`src/windowed_intrusion_damage_scorer_core_defines.svh`:
```
// ============================================================================
// Assertion macros for the windowed intrusion damage scorer
// Concurrent checks that compile away when SYNTH is defined.
// ============================================================================
`ifndef WINDOWED_INTRUSION_DAMAGE_SCORER_CORE_DEFINES_SVH
`define WINDOWED_INTRUSION_DAMAGE_SCORER_CORE_DEFINES_SVH

`ifndef SYNTH
// The consequent must hold in the same cycle as the antecedent.
`define WIDS_ASSERT_HOLD(lbl, clk, rstn, ante, cons) \
	lbl: assert property (@(posedge clk) disable iff (!rstn) (ante) |-> (cons)) \
		else $error("same-cycle check failed");
// The consequent must hold in the cycle after the antecedent.
`define WIDS_ASSERT_NEXT(lbl, clk, rstn, ante, cons) \
	lbl: assert property (@(posedge clk) disable iff (!rstn) (ante) |=> (cons)) \
		else $error("next-cycle check failed");
`else
`define WIDS_ASSERT_HOLD(lbl, clk, rstn, ante, cons)
`define WIDS_ASSERT_NEXT(lbl, clk, rstn, ante, cons)
`endif

`endif

```
`src/wids_pkg.sv`:
```
`timescale 1ns / 1ps
// ============================================================================
// Windowed intrusion damage scorer package
// Widths, scoring constants, register codes and shared types.
// ============================================================================
package wids_pkg;

	localparam int WINDOW_DEPTH = 16;

	localparam int SLOT_W    = $clog2(WINDOW_DEPTH);
	localparam int CNT_W     = $clog2(WINDOW_DEPTH + 1);
	localparam int DIST_W    = 16;
	localparam int DTOT_W    = $clog2(65535 * WINDOW_DEPTH + 1);
	localparam int SCORE_W   = 14;
	localparam int STAMP_W   = 32;
	localparam int NEAR_W    = $clog2(1000 * WINDOW_DEPTH + 1);
	localparam int NUM_W     = $clog2(20001 * WINDOW_DEPTH + 1);
	localparam int DEN_W     = CNT_W + 1;
	localparam int DIV_CNT_W = $clog2(NUM_W);

	localparam int QUEUE_DEPTH = 2;
	localparam int QPTR_W      = $clog2(QUEUE_DEPTH);
	localparam int QCNT_W      = $clog2(QUEUE_DEPTH + 1);

	localparam int CFG_IDX_W  = 8;
	localparam int CFG_DATA_W = 32;

	localparam int VIB_WEIGHT      = 4000;
	localparam int PRES_WEIGHT     = 3000;
	localparam int NEAR_WEIGHT     = 3;
	localparam int NEAR_MM         = 1000;
	localparam int MIN_COUNT       = 5;
	localparam int SCORE_MAX       = 10000;
	localparam int DROP_LIMIT      = 2000;
	localparam int DROP_FLOOR      = 3000;
	localparam int DROP_STEP       = 500;
	localparam int INTERVAL_RESET  = 1000;
	localparam int THRESHOLD_RESET = 7000;

	typedef logic [SLOT_W-1:0]    slot_t;
	typedef logic [CNT_W-1:0]     cnt_t;
	typedef logic [DIST_W-1:0]    dist_t;
	typedef logic [DTOT_W-1:0]    dtot_t;
	typedef logic [SCORE_W-1:0]   score_t;
	typedef logic [STAMP_W-1:0]   stamp_t;
	typedef logic [NEAR_W-1:0]    near_t;
	typedef logic [NUM_W-1:0]     num_t;
	typedef logic [DEN_W-1:0]     den_t;
	typedef logic [DIV_CNT_W-1:0] div_cnt_t;
	typedef logic [QPTR_W-1:0]    qptr_t;
	typedef logic [QCNT_W-1:0]    qcnt_t;

	typedef enum logic [CFG_IDX_W-1:0] {
		CFG_INTERVAL  = 0,
		CFG_THRESHOLD = 1
	} cfg_reg_t;

	typedef enum logic [2:0] {
		BK_IDLE,
		BK_READ,
		BK_COUNT,
		BK_LOAD,
		BK_DIV,
		BK_SCORE
	} back_state_t;

	typedef struct packed {
		logic  accepted;
		logic  vibration;
		logic  presence;
		dist_t distance_mm;
	} item_t;

	typedef struct packed {
		logic  vibration;
		logic  presence;
		dist_t distance_mm;
	} ring_t;

endpackage

```
`src/wids_if.sv`:
```
`timescale 1ns / 1ps
// ============================================================================
// Windowed intrusion damage scorer channel interfaces
// Sample input, result output and configuration write channels.
// ============================================================================
interface wids_sample_if;
	logic            valid;
	logic            ready;
	wids_pkg::stamp_t now_ms;
	logic            vibration;
	logic            presence;
	wids_pkg::dist_t distance_mm;

	modport source(output valid, output now_ms, output vibration, output presence,
		output distance_mm, input ready);
	modport sink(input valid, input now_ms, input vibration, input presence,
		input distance_mm, output ready);
endinterface

interface wids_result_if;
	logic             valid;
	logic             ready;
	logic             accepted;
	wids_pkg::score_t damage_score;
	logic             damage_likely;

	modport source(output valid, output accepted, output damage_score,
		output damage_likely, input ready);
	modport sink(input valid, input accepted, input damage_score,
		input damage_likely, output ready);
endinterface

interface wids_cfg_if;
	logic                                valid;
	logic                                ready;
	logic [wids_pkg::CFG_IDX_W-1:0]      index;
	logic [wids_pkg::CFG_DATA_W-1:0]     data;

	modport source(output valid, output index, output data, input ready);
	modport sink(input valid, input index, input data, output ready);
endinterface

```
`src/wids_front.sv`:
```
`timescale 1ns / 1ps
// ============================================================================
// Sample classifier
// Checks each sample against the minimum interval and tags it for the back end.
// ============================================================================
module wids_front (
	input  logic              clk,
	input  logic              arst_n,
	wids_sample_if.sink       sample,
	input  wids_pkg::stamp_t  interval,
	output wids_pkg::item_t   push_item,
	output logic              push_valid,
	input  logic              push_ready
);

	wids_pkg::stamp_t last_q;
	wids_pkg::stamp_t elapsed;
	logic             pass;

	assign elapsed = sample.now_ms - last_q;
	assign pass    = elapsed >= interval;

	assign sample.ready = push_ready;
	assign push_valid   = sample.valid;

	always_comb begin
		push_item.accepted    = pass;
		push_item.vibration   = sample.vibration;
		push_item.presence    = sample.presence;
		push_item.distance_mm = sample.distance_mm;
	end

	always_ff @(posedge clk or negedge arst_n) begin
		if (!arst_n) begin
			last_q <= '0;
		end else if (sample.valid && push_ready && pass) begin
			last_q <= sample.now_ms;
		end
	end

endmodule

```
`src/wids_queue.sv`:
```
`timescale 1ns / 1ps
// ============================================================================
// Classified sample queue
// Short first-in first-out buffer between the classifier and the scorer.
// ============================================================================
`include "windowed_intrusion_damage_scorer_core_defines.svh"

module wids_queue (
	input  logic            clk,
	input  logic            arst_n,
	input  wids_pkg::item_t push_item,
	input  logic            push_valid,
	output logic            push_ready,
	output wids_pkg::item_t pop_item,
	output logic            pop_valid,
	input  logic            pop_ready
);

	wids_pkg::item_t store_q [wids_pkg::QUEUE_DEPTH];
	wids_pkg::qptr_t wr_ptr_q;
	wids_pkg::qptr_t rd_ptr_q;
	wids_pkg::qcnt_t count_q;
	logic            do_push;
	logic            do_pop;

	assign push_ready = count_q != wids_pkg::qcnt_t'(wids_pkg::QUEUE_DEPTH);
	assign pop_valid  = count_q != '0;
	assign pop_item   = store_q[rd_ptr_q];
	assign do_push    = push_valid && push_ready;
	assign do_pop     = pop_valid && pop_ready;

	always_ff @(posedge clk) begin
		if (do_push) begin
			store_q[wr_ptr_q] <= push_item;
		end
	end

	always_ff @(posedge clk or negedge arst_n) begin
		if (!arst_n) begin
			wr_ptr_q <= '0;
			rd_ptr_q <= '0;
			count_q  <= '0;
		end else begin
			if (do_push) begin
				if (wr_ptr_q == wids_pkg::qptr_t'(wids_pkg::QUEUE_DEPTH - 1)) begin
					wr_ptr_q <= '0;
				end else begin
					wr_ptr_q <= wr_ptr_q + 1'b1;
				end
			end
			if (do_pop) begin
				if (rd_ptr_q == wids_pkg::qptr_t'(wids_pkg::QUEUE_DEPTH - 1)) begin
					rd_ptr_q <= '0;
				end else begin
					rd_ptr_q <= rd_ptr_q + 1'b1;
				end
			end
			if (do_push && !do_pop) begin
				count_q <= count_q + 1'b1;
			end else if (do_pop && !do_push) begin
				count_q <= count_q - 1'b1;
			end
		end
	end

	`WIDS_ASSERT_HOLD(a_queue_bound, clk, arst_n, 1'b1, count_q <= wids_pkg::QUEUE_DEPTH)

endmodule

```
`src/wids_back.sv`:
```
`timescale 1ns / 1ps
// ============================================================================
// Window scorer
// Updates the sample window and totals, divides out the fresh score with a
// bit-serial divider, applies the decay rule and holds the result.
// ============================================================================
`include "windowed_intrusion_damage_scorer_core_defines.svh"

module wids_back (
	input  logic             clk,
	input  logic             arst_n,
	input  wids_pkg::item_t  pop_item,
	input  logic             pop_valid,
	output logic             pop_ready,
	input  wids_pkg::score_t threshold,
	wids_result_if.source    result
);

	wids_pkg::back_state_t state_q;
	wids_pkg::back_state_t state_d;

	wids_pkg::ring_t  ring_mem [wids_pkg::WINDOW_DEPTH];
	wids_pkg::ring_t  old_q;
	wids_pkg::ring_t  new_entry;
	logic             ring_re;
	logic             ring_we;

	wids_pkg::item_t  item_q;
	wids_pkg::slot_t  slot_q;
	logic             full_q;
	wids_pkg::cnt_t   vtot_q;
	wids_pkg::cnt_t   ptot_q;
	wids_pkg::dtot_t  dtot_q;
	wids_pkg::score_t score_q;

	wids_pkg::num_t   term_q;
	wids_pkg::near_t  diff_q;
	wids_pkg::num_t   quo_q;
	wids_pkg::den_t   rem_q;
	wids_pkg::den_t   den_q;
	wids_pkg::div_cnt_t dcnt_q;

	logic             res_valid_q;
	logic             res_acc_q;
	wids_pkg::score_t res_score_q;
	logic             res_likely_q;

	wids_pkg::cnt_t   count_c;
	wids_pkg::near_t  near_c;
	wids_pkg::num_t   num_c;
	logic [wids_pkg::DEN_W:0] trial_c;
	logic             ge_c;
	logic [wids_pkg::SCORE_W:0] avg_c;
	wids_pkg::num_t   upd_c;
	wids_pkg::score_t score_new;

	assign result.valid         = res_valid_q;
	assign result.accepted      = res_acc_q;
	assign result.damage_score  = res_score_q;
	assign result.damage_likely = res_likely_q;

	assign count_c = full_q ? wids_pkg::cnt_t'(wids_pkg::WINDOW_DEPTH) : wids_pkg::cnt_t'(slot_q);
	assign near_c  = wids_pkg::near_t'(count_c) * wids_pkg::near_t'(wids_pkg::NEAR_MM);
	assign num_c   = term_q + wids_pkg::num_t'(wids_pkg::NEAR_WEIGHT) * wids_pkg::num_t'(diff_q);
	assign trial_c = {rem_q, quo_q[wids_pkg::NUM_W-1]};
	assign ge_c    = trial_c >= {1'b0, den_q};

	always_comb begin
		new_entry.vibration   = item_q.vibration;
		new_entry.presence    = item_q.presence;
		new_entry.distance_mm = item_q.distance_mm;
	end

	always_comb begin
		avg_c = ({1'b0, score_q} + {1'b0, quo_q[wids_pkg::SCORE_W-1:0]} + 1'b1) >> 1;
		if (quo_q < wids_pkg::num_t'(score_q)) begin
			upd_c = wids_pkg::num_t'(avg_c);
			if (quo_q < wids_pkg::num_t'(wids_pkg::DROP_LIMIT)
					&& upd_c > wids_pkg::num_t'(wids_pkg::DROP_FLOOR)) begin
				upd_c = upd_c - wids_pkg::num_t'(wids_pkg::DROP_STEP);
			end
		end else begin
			upd_c = quo_q;
		end
		if (upd_c > wids_pkg::num_t'(wids_pkg::SCORE_MAX)) begin
			upd_c = wids_pkg::num_t'(wids_pkg::SCORE_MAX);
		end
		score_new = wids_pkg::score_t'(upd_c);
	end

	always_comb begin
		state_d   = state_q;
		pop_ready = 1'b0;
		ring_re   = 1'b0;
		ring_we   = 1'b0;
		case (state_q)
			wids_pkg::BK_IDLE: begin
				if (pop_valid && !res_valid_q) begin
					pop_ready = 1'b1;
					if (pop_item.accepted) begin
						ring_re = 1'b1;
						state_d = wids_pkg::BK_READ;
					end
				end
			end
			wids_pkg::BK_READ: begin
				ring_we = 1'b1;
				state_d = wids_pkg::BK_COUNT;
			end
			wids_pkg::BK_COUNT: begin
				if (count_c < wids_pkg::MIN_COUNT) begin
					state_d = wids_pkg::BK_IDLE;
				end else begin
					state_d = wids_pkg::BK_LOAD;
				end
			end
			wids_pkg::BK_LOAD: begin
				state_d = wids_pkg::BK_DIV;
			end
			wids_pkg::BK_DIV: begin
				if (dcnt_q == '0) begin
					state_d = wids_pkg::BK_SCORE;
				end
			end
			wids_pkg::BK_SCORE: begin
				state_d = wids_pkg::BK_IDLE;
			end
			default: begin
				state_d = wids_pkg::BK_IDLE;
			end
		endcase
	end

	always_ff @(posedge clk or negedge arst_n) begin
		if (!arst_n) begin
			state_q <= wids_pkg::BK_IDLE;
		end else begin
			state_q <= state_d;
		end
	end

	always_ff @(posedge clk) begin
		if (ring_we) begin
			ring_mem[slot_q] <= new_entry;
		end
		if (ring_re) begin
			old_q <= ring_mem[slot_q];
		end
	end

	always_ff @(posedge clk) begin
		if (pop_valid && pop_ready) begin
			item_q <= pop_item;
		end
		case (state_q)
			wids_pkg::BK_COUNT: begin
				term_q <= wids_pkg::num_t'(wids_pkg::VIB_WEIGHT) * wids_pkg::num_t'(vtot_q)
					+ wids_pkg::num_t'(wids_pkg::PRES_WEIGHT) * wids_pkg::num_t'(ptot_q);
				if (dtot_q < near_c) begin
					diff_q <= near_c - wids_pkg::near_t'(dtot_q);
				end else begin
					diff_q <= '0;
				end
			end
			wids_pkg::BK_LOAD: begin
				quo_q  <= {num_c[wids_pkg::NUM_W-2:0], 1'b0} + wids_pkg::num_t'(count_c);
				rem_q  <= '0;
				den_q  <= {count_c, 1'b0};
				dcnt_q <= wids_pkg::div_cnt_t'(wids_pkg::NUM_W - 1);
			end
			wids_pkg::BK_DIV: begin
				quo_q  <= {quo_q[wids_pkg::NUM_W-2:0], ge_c};
				rem_q  <= ge_c ? wids_pkg::den_t'(trial_c - {1'b0, den_q})
					: wids_pkg::den_t'(trial_c);
				dcnt_q <= dcnt_q - 1'b1;
			end
			default: begin
			end
		endcase
	end

	always_ff @(posedge clk or negedge arst_n) begin
		if (!arst_n) begin
			slot_q       <= '0;
			full_q       <= 1'b0;
			vtot_q       <= '0;
			ptot_q       <= '0;
			dtot_q       <= '0;
			score_q      <= '0;
			res_valid_q  <= 1'b0;
			res_acc_q    <= 1'b0;
			res_score_q  <= '0;
			res_likely_q <= 1'b0;
		end else begin
			if (res_valid_q && result.ready) begin
				res_valid_q <= 1'b0;
			end
			case (state_q)
				wids_pkg::BK_IDLE: begin
					if (pop_valid && pop_ready && !pop_item.accepted) begin
						res_valid_q  <= 1'b1;
						res_acc_q    <= 1'b0;
						res_score_q  <= score_q;
						res_likely_q <= score_q >= threshold;
					end
				end
				wids_pkg::BK_READ: begin
					vtot_q <= vtot_q - wids_pkg::cnt_t'(full_q & old_q.vibration)
						+ wids_pkg::cnt_t'(item_q.vibration);
					ptot_q <= ptot_q - wids_pkg::cnt_t'(full_q & old_q.presence)
						+ wids_pkg::cnt_t'(item_q.presence);
					dtot_q <= dtot_q - (full_q ? wids_pkg::dtot_t'(old_q.distance_mm) : '0)
						+ wids_pkg::dtot_t'(item_q.distance_mm);
					if (slot_q == wids_pkg::slot_t'(wids_pkg::WINDOW_DEPTH - 1)) begin
						slot_q <= '0;
						full_q <= 1'b1;
					end else begin
						slot_q <= slot_q + 1'b1;
					end
				end
				wids_pkg::BK_COUNT: begin
					if (count_c < wids_pkg::MIN_COUNT) begin
						score_q      <= '0;
						res_valid_q  <= 1'b1;
						res_acc_q    <= 1'b1;
						res_score_q  <= '0;
						res_likely_q <= threshold == '0;
					end
				end
				wids_pkg::BK_SCORE: begin
					score_q      <= score_new;
					res_valid_q  <= 1'b1;
					res_acc_q    <= 1'b1;
					res_score_q  <= score_new;
					res_likely_q <= score_new >= threshold;
				end
				default: begin
				end
			endcase
		end
	end

	`WIDS_ASSERT_HOLD(a_score_range, clk, arst_n, 1'b1, score_q <= wids_pkg::SCORE_MAX)
	`WIDS_ASSERT_HOLD(a_vib_total, clk, arst_n, 1'b1, vtot_q <= count_c)
	`WIDS_ASSERT_HOLD(a_div_nonzero, clk, arst_n, state_q == wids_pkg::BK_DIV, den_q != '0)
	`WIDS_ASSERT_NEXT(a_score_shown, clk, arst_n, state_q == wids_pkg::BK_SCORE, res_valid_q)

endmodule

```
`src/windowed_intrusion_damage_scorer_core.sv`:
```
`timescale 1ns / 1ps
// ============================================================================
// Windowed intrusion damage scorer
// Rate-limited sample window with a smoothed damage score and alarm flag.
// ============================================================================
// Every sample transaction produces exactly one result transaction. When the
// scorer is idle, a sample that arrives too soon after the last accepted one
// gets its result, with the current score, once it has passed the queue and
// the result register. With the 16-entry window, an accepted sample gets its
// result after it leaves the queue, passes the window and total update
// (BK_READ, BK_COUNT, BK_LOAD), one quotient bit per cycle in the bit-serial
// divider (19 bits here), and the decay rule (BK_SCORE). While fewer than
// five samples are in the window, the score is zero and the result is set in
// BK_COUNT without the divider. The scorer takes the next sample only after
// its result transaction has completed. A two-entry queue lets new samples be
// classified while the scorer works. Configuration writes are always taken;
// the interval applies to later samples and the threshold to later results.
module windowed_intrusion_damage_scorer_core (
	input  logic          clk,
	input  logic          arst_n,
	wids_sample_if.sink   sample,
	wids_result_if.source result,
	wids_cfg_if.sink      cfg
);

	wids_pkg::stamp_t interval_q;
	wids_pkg::score_t threshold_q;

	wids_pkg::item_t  push_item;
	logic             push_valid;
	logic             push_ready;
	wids_pkg::item_t  pop_item;
	logic             pop_valid;
	logic             pop_ready;

	assign cfg.ready = 1'b1;

	always_ff @(posedge clk or negedge arst_n) begin
		if (!arst_n) begin
			interval_q  <= wids_pkg::stamp_t'(wids_pkg::INTERVAL_RESET);
			threshold_q <= wids_pkg::score_t'(wids_pkg::THRESHOLD_RESET);
		end else if (cfg.valid) begin
			case (wids_pkg::cfg_reg_t'(cfg.index))
				wids_pkg::CFG_INTERVAL: begin
					interval_q <= wids_pkg::stamp_t'(cfg.data);
				end
				wids_pkg::CFG_THRESHOLD: begin
					threshold_q <= cfg.data[wids_pkg::SCORE_W-1:0];
				end
				default: begin
				end
			endcase
		end
	end

	wids_front u_front (
		.clk        (clk),
		.arst_n     (arst_n),
		.sample     (sample),
		.interval   (interval_q),
		.push_item  (push_item),
		.push_valid (push_valid),
		.push_ready (push_ready)
	);

	wids_queue u_queue (
		.clk        (clk),
		.arst_n     (arst_n),
		.push_item  (push_item),
		.push_valid (push_valid),
		.push_ready (push_ready),
		.pop_item   (pop_item),
		.pop_valid  (pop_valid),
		.pop_ready  (pop_ready)
	);

	wids_back u_back (
		.clk       (clk),
		.arst_n    (arst_n),
		.pop_item  (pop_item),
		.pop_valid (pop_valid),
		.pop_ready (pop_ready),
		.threshold (threshold_q),
		.result    (result)
	);

endmodule
```
`src/flat_wrapper.sv`:
```
// flat-port wrapper written by rule: the top's interface ports become plain ports
module windowed_intrusion_damage_scorer_core_flat 
  (clk, arst_n, sample_valid, sample_now_ms, sample_vibration, sample_presence, sample_distance_mm, sample_ready, result_valid, result_accepted, result_damage_score, result_damage_likely, result_ready, cfg_valid, cfg_index, cfg_data, cfg_ready);
  wids_sample_if sample_i ();
  wids_result_if result_i ();
  wids_cfg_if cfg_i ();
  input  logic clk;
  input  logic arst_n;
  input wire logic [$bits(sample_i.valid)-1:0] sample_valid;
  input wire logic [$bits(sample_i.now_ms)-1:0] sample_now_ms;
  input wire logic [$bits(sample_i.vibration)-1:0] sample_vibration;
  input wire logic [$bits(sample_i.presence)-1:0] sample_presence;
  input wire logic [$bits(sample_i.distance_mm)-1:0] sample_distance_mm;
  output wire logic [$bits(sample_i.ready)-1:0] sample_ready;
  output wire logic [$bits(result_i.valid)-1:0] result_valid;
  output wire logic [$bits(result_i.accepted)-1:0] result_accepted;
  output wire logic [$bits(result_i.damage_score)-1:0] result_damage_score;
  output wire logic [$bits(result_i.damage_likely)-1:0] result_damage_likely;
  input wire logic [$bits(result_i.ready)-1:0] result_ready;
  input wire logic [$bits(cfg_i.valid)-1:0] cfg_valid;
  input wire logic [$bits(cfg_i.index)-1:0] cfg_index;
  input wire logic [$bits(cfg_i.data)-1:0] cfg_data;
  output wire logic [$bits(cfg_i.ready)-1:0] cfg_ready;
  assign sample_i.valid = sample_valid;
  assign sample_i.now_ms = sample_now_ms;
  assign sample_i.vibration = sample_vibration;
  assign sample_i.presence = sample_presence;
  assign sample_i.distance_mm = sample_distance_mm;
  assign sample_ready = sample_i.ready;
  assign result_valid = result_i.valid;
  assign result_accepted = result_i.accepted;
  assign result_damage_score = result_i.damage_score;
  assign result_damage_likely = result_i.damage_likely;
  assign result_i.ready = result_ready;
  assign cfg_i.valid = cfg_valid;
  assign cfg_i.index = cfg_index;
  assign cfg_i.data = cfg_data;
  assign cfg_ready = cfg_i.ready;
  windowed_intrusion_damage_scorer_core u_core (.clk(clk), .arst_n(arst_n), .sample(sample_i), .result(result_i), .cfg(cfg_i));
endmodule
```
`config.mk`:
```
export PLATFORM = sky130hd
export DESIGN_NAME = windowed_intrusion_damage_scorer_core_flat
export DESIGN_NICKNAME = d
export VERILOG_FILES = /design/src/wids_pkg.sv /design/src/wids_if.sv /design/src/wids_front.sv /design/src/wids_queue.sv /design/src/wids_back.sv /design/src/windowed_intrusion_damage_scorer_core.sv /design/src/flat_wrapper.sv
export VERILOG_INCLUDE_DIRS = /design/src /design/src/src
export SDC_FILE = /design/constraint.sdc
export NUM_CORES = 1
export LEC_CHECK = 0
export BUFFER_PORTS_ARGS = -buffer_cell sky130_fd_sc_hd__buf_2
export CAP_MARGIN = 20
export CORE_MARGIN = 2
export CORE_UTILIZATION = 25
export DETAILED_ROUTE_END_ITERATION = 12
export HOLD_SLACK_MARGIN = 0.12
export PLACE_DENSITY_LB_ADDON = 0.12
export SLEW_MARGIN = 10
export SYNTH_ARGS = -nofsm -noshare
export SYNTH_HDL_FRONTEND = slang
export SYNTH_SLANG_ARGS = --single-unit
```
`constraint.sdc`:
```
create_clock -name clk -period 8.4 [get_ports clk]
set_input_delay 1.26 -clock clk [delete_from_list [all_inputs] [get_ports clk]]
set_output_delay 1.26 -clock clk [all_outputs]
set_load 0.02 [all_outputs]
```
Word level (Yosys, flattened, before mapping)
Memory sizes are Yosys's and may differ from the RTL's. A register that Yosys moved wholly into a read port is not among the register bits.
Index checks and enable logic that the tools add are counted.
Operators by class
  $add $sub $neg: 21
  multipliers: 4
  div/mod/pow operators: 0
  $lt $le $gt $ge: 10
  equal/unequal tests: 13
  shift-type cells: 0
  multiplexer cells: 43
  bitwise logic cells: 2
  reductions and logical operators: 28
Operators with widths (number)
  $mux W14: 3
  $pmux W14 S3: 1
  $mux W19: 2
  $pmux W19 S2: 1
  $ge A32 B32 Y1: 1
  $sub A32 B32 Y32: 1
  $ge A14 B14 Y1: 2
  $pmux W14 S2: 1
  $add A20 B16 Y20: 1
  $lt A20 B14 Y1: 1
  $sub A20 B16 Y20: 1
  $add A19 B5 Y19: 1
  $gt A19 B14 Y1 const B: 1
  $lt A19 B11 Y1 const B: 1
  $lt A19 B14 Y1: 1
  $mux W1: 19
  $add A17 B17 Y18: 1
  $add A18 B16 Y18: 1
  $mul A2 B14 Y16 const A: 1
  $mux W16: 1
  $add A14 B14 Y15: 1
  $add A15 B1 Y15 const B: 1
  $pmux W3 S5: 1
  $sub A14 B9 Y15 const B: 1
  40 further kinds: 75
Storage, ports and cells
  bits in registers: 236
  bits in latches: 0
  RAM bits: 326
  ROM bits: 0
  output and inout port bits: 19
  logic and storage cells: 149
  memories: 2
Memory list
  u_core.u_back.ring_mem: depth 16, bits a word 18, read ports 1, clocked after Yosys merged registers in 1, wr ports 1, line wids_back.sv:22  | wids_pkg::ring_t ring_mem [wids_pkg::WINDOW_DEPTH];
  u_core.u_queue.store_q: depth 2, bits a word 19, read ports 1, clocked after Yosys merged registers in 0, wr ports 1, line wids_queue.sv:19  | wids_pkg::item_t store_q [wids_pkg::QUEUE_DEPTH];

Depth between registers and ports, before layout
Gate-level depths: netlist of the first run.
  word-level depth: 10
  mapped depth: 31
  mapped depth without buffers: 29

By module
From an unflattened synthesis of the first run, not the netlist that was laid out.
Second synthesis, totals
  cells, all modules: 2764
  area, all modules: 33937.5 µm²
Modules (own cells, without submodules)
  wids_back: times used 1, cells an instance 2097, area each 26384.1 µm²
  wids_front: times used 1, cells an instance 486, area each 4157.7 µm²
  windowed_intrusion_damage_scorer_core: times used 1, cells an instance 104, area each 1806.7 µm²
  wids_queue: times used 1, cells an instance 77, area each 1589.0 µm²

Least setup slack after synthesis of the first run
No wires, ideal clock.
  kind: register to register
  from: reg u_core.u_back.quo_q[0]
  to: reg u_core.u_back.res_likely_q, in the netlist u_core.u_back.result.damage_likely
  setup time: 0.136 ns
  data arrival time: 6.206 ns
  data required time: 8.264 ns
  slack: 2.058 ns
  cell stages (with the launch flop): 30
  path through: edfxtp_1 -> or2_1 -> buf_6 -> fa_1 -> nor2b_1 -> o311ai_0 -> a211oi_1 -> o21ai_1 -> or4b_2 -> nand3_1 -> a211o_1 -> mux2i_1 -> nand3_1 -> or4_4 -> o21ai_4 -> buf_6 -> nor2_1 -> ha_1 -> a21o_1 -> a21oi_1 -> o221ai_1 -> a21o_1 -> a21o_1 -> a21o_1 -> a21oi_1 -> nor2b_1 -> o21ai_0 -> a21boi_0 -> o31ai_1 -> a31oi_1
Between the ends
  longest elaborated chain between the ends: 10
  elaborated cells on any way between the ends: 13
  classes of those cells: add/sub (3); order compare (5); mux (4); reduce/logical (1)
RTL lines
  start, declared: line wids_back.sv:38  | wids_pkg::num_t quo_q;
  start signal, assigned: line wids_back.sv:166  | quo_q <= {num_c[wids_pkg::NUM_W-2:0], 1'b0} + wids_pkg::num_t'(count_c);
  start signal, assigned: line wids_back.sv:172  | quo_q <= {quo_q[wids_pkg::NUM_W-2:0], ge_c};
  $add A14 B14 Y15: line wids_back.sv:75  | avg_c = ({1'b0, score_q} + {1'b0, quo_q[wids_pkg::SCORE_W-1:0]} + 1'b1) >> 1;
  $add A15 B1 Y15: line wids_back.sv:75
  $gt A14 B12 Y1: line wids_back.sv:79  | && upd_c > wids_pkg::num_t'(wids_pkg::DROP_FLOOR)) begin
  $logic_and A1 B1 Y1: line wids_back.sv:79
  $mux W19: line wids_back.sv:78  | if (quo_q < wids_pkg::num_t'(wids_pkg::DROP_LIMIT)
  $mux W19 *: line wids_back.sv:76  | if (quo_q < wids_pkg::num_t'(score_q)) begin
  $gt A19 B14 Y1: line wids_back.sv:85  | if (upd_c > wids_pkg::num_t'(wids_pkg::SCORE_MAX)) begin
  $mux W14 *: line wids_back.sv:85
  $ge A14 B14 Y1 *: line wids_back.sv:235  | res_likely_q <= score_new >= threshold;
  $pmux W1 S3 *: line wids_back.sv:198  | case (state_q)
  end signal, assigned: line wids_back.sv:204  | res_likely_q <= score_q >= threshold;
  end signal, assigned: line wids_back.sv:235
  end, declared: line wids_back.sv:46  | logic res_likely_q;
Every way passes the cells marked *; elsewhere a longest branch is shown, timed or not.
A chain may end at the register's enable or synchronous reset.

Final worst setup path of the first run
  from: reg u_core.u_back.score_q[0]
  to: reg u_core.u_back.res_likely_q, in the netlist u_core.u_back.result.damage_likely
Between the ends
  longest elaborated chain between the ends: 10
  elaborated cells on any way between the ends: 14
  classes of those cells: add/sub (3); order compare (5); mux (5); reduce/logical (1)
RTL lines
  start, declared: line wids_back.sv:34  | wids_pkg::score_t score_q;
  start signal, assigned: line wids_back.sv:231  | score_q <= score_new;
  $add A14 B14 Y15: line wids_back.sv:75
  $add A15 B1 Y15: line wids_back.sv:75
  $gt A14 B12 Y1: line wids_back.sv:79
  $logic_and A1 B1 Y1: line wids_back.sv:79
  $mux W19: line wids_back.sv:78
  $mux W19: line wids_back.sv:76
  $gt A19 B14 Y1: line wids_back.sv:85
  $mux W14: line wids_back.sv:85
  $ge A14 B14 Y1: line wids_back.sv:235
  $pmux W1 S3 *: line wids_back.sv:198
Every way passes the cells marked *; elsewhere a longest branch is shown, timed or not. The select of a mux whose other input is x is not followed.

==> results.cfg, run 1 <==
[cts]
numClockSinks = 577
cts_root_buf = clkbuf_16
hold_buffers = 0
clockBufferDepth = 3
cts_tree = yes
cts_buffers = 73
htreeDepth = 3
cts_setup_buffers = 0
clk-insertion-delay-late_ns = 0.65
cts_resized = 0
path_clk_slew_ns = 0.06

[synthesis]
async_reset_ff_frac = 0.262
synth_flop_cell = edfxtp_1
yosysWarnings = 0
syn_area_um2 = 33000
ys_seq_area_frac = 0.502
synth_edf_count = 426
synthTopCellsByArea = edfxtp_1, ha_1, dfrtp_1
synth_top_area_share = 0.387
yosysUniqueCellTypes = 88
syn_inst = 2672
yosys.area.top_type = edfxtp_1
postSynthAreaPerCell_um2 = 12.4
ys_ff_latch = 577

[detailed_routing]
first_pass_iters = 5
viasPerCell = 4.46
drc_errors = 0
routedWlPerCell_um = 19.0
dr_total_vias = 20654
routed_wl_um = 88000
ant_nets = 0
drt_iter0_drc = 1068

[cells_and_area]
syn_to_final_growth_pct = 15.6
final_cell_mix = edfxtp_1, inv_1, ha_1, nand2_1
nFillCells = 13424
multiInputGateArea_um2 = 15000
post_route_cells_drive_above_1_share = 0.163
nets = 3261
ff_latch_area_um2 = 16600
layout_commonest_cell = edfxtp_1

[setup_path]
critical_path.top_delay_family = compound AO/OA/AOI/OAI gates
cp_common_cell = a21o_1
worstReg2RegEnd = u_core.u_back.result.damage_likely
critical-path-max-stage-delay_ns = 0.61
cp.arrival_ns = 7.68
r2r_slack_ns = 1.22
cp_num_buf_inv = 0
cp-start-kind = flop
cp_data_required_time_ns = 8.90
crit_type = reg2reg
critPathCapture = u_core.u_back.result.damage_likely
path_depth = 27
cp-end-kind = flop
slowest_stage = or4b_2
crit_fanout = 8
r2r-start = u_core.u_back.score_q[0]
crit_path_start = u_core.u_back.score_q[0]
r2r_cells = 27

[placement]
place_hpwl_um = 62300
portBuffers = 112
pre_cts_ws_ns = 1.22
gp_congestion = 0.803

[timing]
setup_ws_ns = 1.22
period_minus_slack_ns = 7.18
drv_slew = 0
min_period_over_period = 0.855
finClkSkew_ns = 0.0538
tns_ns = 0
clock.fmax_ghz = 0.139
hold_violations = 0
maxSlewHeadroom = 0.294
rsz0062_at_grt = false
setup_viol = 0
tightest_slew_ns = 1.05

[floorplanning]
coreArea_um2 = 131000
num_rows = 133
start_util = 0.252
num_io_pins = 114
chipHeight_um = 367
die_x_um = 367
die_area_um2 = 135000

[job]
drv_cap = 0

[worst_hold_path]
min_delay_path_depth = 2
hold_path.class = reg2reg

[grt]
grt_pass1_wl_um = 134000
antenna_found_initial = 5
grt_pass1_vias = 21902
grt_overflow = 0
grt_max_degree = 96
grtUsageTotal = 0.130

[status]
status = finished clean
-- layer usage --
metal / up-vias / global-route usage / wire, µm
met4: 0 / 0.0381 / 2190
met1: 10275 / 0.171 / 40500
met2: 279 / 0.222 / 43100
met5: - / 0 / 0
li1: 9986 / - / -
met3: 114 / 0.0168 / 2270
-- worst min-delay path, cell delays in order, from the launching register on --
cell     delay [ns]
dfrtp_1        0.34
nand2_1        0.05
o21ai_0        0.06
-- Yosys cell counts, drive strengths merged (56+ instances only) --
| cell | instances |
|---|---|
| nand2 | 155 |
| a21o | 58 |
| a21oi | 136 |
| o21ai | 138 |
| inv | 316 |
| mux2 | 66 |
| edfxtp | 426 |
| mux4 | 90 |
| nor2 | 98 |
| clkbuf | 56 |
| dfrtp | 138 |
| xnor2 | 92 |
| ha | 284 |
| fa | 62 |
-- how the worst min path moves through the flow --
stage                                  startpoint  slack, ns                             to
detailed placement        u_core.u_back.dtot_q[3]       0.47        u_core.u_back.dtot_q[3]
global placement    u_core.u_back.result.accepted       0.46  u_core.u_back.result.accepted
CTS                       u_core.u_back.dtot_q[3]       0.48        u_core.u_back.dtot_q[3]
finish                    u_core.u_back.dtot_q[3]       0.48        u_core.u_back.dtot_q[3]
floorplan                u_core.u_back.dtot_q[19]       0.45       u_core.u_back.dtot_q[19]
global route        u_core.u_back.result.accepted       0.51  u_core.u_back.result.accepted
-- cells by family after synthesis --
logic type	share of synthesized area
AO/OA/AOI/OAI	0.0975
XOR/XNOR	0.0350
adder cells (fa/ha/maj)	0.145
buffers and inverters	0.0452
flip-flops	0.502
multiplexers	0.0879
other	0.000114
AND/OR/NAND/NOR	0.0870
-- sequential cells by signal (all words and copies together) (netlist names), 6 cells and up --
signal and cells:
u_core.u_back.ring_mem 288, u_core.u_queue.store_q 38, u_core.interval_q 32, u_core.u_front.last_q 32, u_core.u_back.dtot_q 20, u_core.u_back.quo_q 19, u_core.u_back.item_q 18, u_core.u_back.old_q 18
u_core.u_back.term_q 15, u_core.threshold_q 14, u_core.u_back.diff_q 14, u_core.u_back.result.damage_score 14, u_core.u_back.score_q 14, u_core.u_back.rem_q 6
-- cell type report --
type,instances,area share
diodes,2,0.000131
clock buffers,91,0.0499
clock inverters,43,0.0125
inverters,316,0.0311
multi-input cells,1708,0.393
flip-flops and latches,577,0.435
well taps,1755,0.0575
repair buffers,144,0.0211
-- through the flow --
step / cells / utilization / hold WS (ns) / cell area (µm²)
3_3_place_gp: 4498 / 0.272 / 0.465 / 35800
2_1_floorplan: 2673 / - / 0.450 / 33000
5_1_grt: 4635 / 0.291 / 0.515 / 38200
4_1_cts: 4633 / 0.291 / 0.483 / 38200
3_5_place_dp: 4499 / 0.273 / 0.470 / 35800
6_report: 4636 / 0.291 / 0.479 / 38200
Power of run 1 is not shown: default switching activity piles up to over one toggle a cycle in this logic, so the estimate is an artifact.
==> inputs of run 2 (changes only) <==
--- a/config.mk
+++ b/config.mk
@@ -9,7 +9,7 @@
 export BUFFER_PORTS_ARGS = -buffer_cell sky130_fd_sc_hd__buf_2
 export CAP_MARGIN = 20
 export CORE_MARGIN = 2
-export CORE_UTILIZATION = 25
+export CORE_UTILIZATION = 32
 export DETAILED_ROUTE_END_ITERATION = 12
 export HOLD_SLACK_MARGIN = 0.12
 export PLACE_DENSITY_LB_ADDON = 0.12
==> run 2 against run 1 <==
Effect of this change:
- global-route usage increased by 2.3 points
- register-to-register slack got worse by 0.13 ns
- cell count decreased by 8.7%
- die area decreased by 22%
- worst setup slack got worse by 0.13 ns
- clock-buffer cell count increased by 1
- via count increased by 0.27%
- largest cell class unchanged
==> results.cfg, run 2 (synthesis gave the netlist of run 1 again) <==
[status]
status = finished clean

[cts]
cts_tree = yes
cts_buffers = 70
clockBufferDepth = 3
htreeDepth = 3
clk-insertion-delay-late_ns = 0.62
cts_resized = 0
cts_setup_buffers = 0
hold_buffers = 0
numClockSinks = 577
path_clk_slew_ns = 0.06
cts_root_buf = clkbuf_16

[timing]
hold_violations = 0
setup_viol = 0
period_minus_slack_ns = 7.31
drv_slew = 0
rsz0062_at_grt = false
tightest_slew_ns = 0.988
finClkSkew_ns = 0.0217
clock.fmax_ghz = 0.137
tns_ns = 0
min_period_over_period = 0.870
maxSlewHeadroom = 0.322

[detailed_routing]
routedWlPerCell_um = 19.2
drc_errors = 0
viasPerCell = 4.89
drt_iter0_drc = 1443
top_layer = met4
dr_total_vias = 20710
met1Wirelength_um = 38000
routed_wl_um = 81200
first_pass_iters = 5
ant_nets = 0
wl_met2_um = 38800
wl_met3_um = 2190

[placement]
place_hpwl_um = 56800
portBuffers = 112
gp_congestion = 0.823

[setup_path]
crit_fanout = 21
crit_type = reg2reg
r2r_cells = 27
cp_data_required_time_ns = 8.88
cp-end-kind = flop
slowest_stage = or4b_2
critical-path-max-stage-delay_ns = 0.62
cp.arrival_ns = 7.79
path_depth = 27
critical_path.top_delay_family = compound AO/OA/AOI/OAI gates
cp_common_cell = a21o_1
cp-start-kind = flop
cp_num_buf_inv = 0

[floorplanning]
coreArea_um2 = 102000
die_area_um2 = 106000
num_io_pins = 114
chipHeight_um = 325
num_rows = 117
die_x_um = 325
start_util = 0.324

[grt]
grt_overflow = 0
antenna_found_initial = 1
grt_pass1_vias = 21263
grt_pass1_wl_um = 126000
grtUsageTotal = 0.153
grt_max_degree = 107

[cells_and_area]
final_cell_mix = edfxtp_1, inv_1, ha_1, nand2_1
regMostFlops = u_core.u_back.ring_mem
layout_commonest_cell = edfxtp_1
top_regs = u_core.u_back.ring_mem: 288 flops, u_core.u_queue.store_q: 38 flops
nets = 3253
largest_reg_flops = 288
post_route_cells_drive_above_1_share = 0.159
syn_to_final_growth_pct = 13.7

[worst_hold_path]
min_delay_path_depth = 2
hold_path.class = reg2reg

[job]
drv_cap = 0
run 2: cell types whose count changed in the layout (fill, tap and decap cells not counted), moves of 2 or more:
cell and change:
clkinv_16 -2, clkinv_1 -2, clkinv_4 -2, clkbuf_8 +2
buf_4 -8, clkinv_2 -4
run 2: path summary, 6_finish.rpt:
| kind | startpoint | end | slack [ns] |
|---|---|---|---|
| max in group asynchronous | arst_n | u_core.u_back.slot_q[0] | 6.46 |
| hold reg to reg | u_core.u_back.dtot_q[3] | u_core.u_back.dtot_q[3] | 0.48 |
| setup / recovery | u_core.u_back.quo_q[0] | u_core.u_back.result.damage_likely | 1.09 |
| setup reg to reg | u_core.u_back.quo_q[0] | u_core.u_back.result.damage_likely | 1.09 |
| min in group asynchronous | arst_n | u_core.u_back.result.damage_score[2] | 0.53 |
| hold / removal | u_core.u_back.dtot_q[3] | u_core.u_back.dtot_q[3] | 0.48 |
run 2: layout make-up:
| type | instances | area, µm² |
|---|---|---|
| diodes | 1 | 2.50 |
| inverters | 316 | 1190 |
| multi-input cells | 1708 | 15000 |
| clock buffers | 92 | 1910 |
| repair buffers | 139 | 801 |
| clock inverters | 32 | 325 |
| well taps | 1368 | 1710 |
| fillers | 9922 | 64500 |
| flip-flops and latches | 577 | 16600 |
run 2: layer usage:
layer	track usage	vias up
met5	0	-
met2	0.252	294
met4	0.0452	0
met1	0.211	10297
met3	0.0201	120
li1	-	9999
run 2: worst min-delay path: stages, from the launching register on:
cell     delay (ns)
dfrtp_1        0.34
nand2_1        0.04
o21ai_0        0.06
run 2: stage by stage:
step	utilization	worst slack [ns]	hold WS [ns]	instance area, µm²	cells
detailed placement	0.345	1.11	0.476	35300	4105
global route	0.368	0.539	0.508	37500	4233
finish	0.368	1.09	0.483	37500	4233
global placement	0.345	1.17	0.466	35300	4105
CTS	0.367	1.09	0.490	37500	4229
floorplan	-	2.06	0.450	33000	2673
Power of run 2 is left out for the same reason.
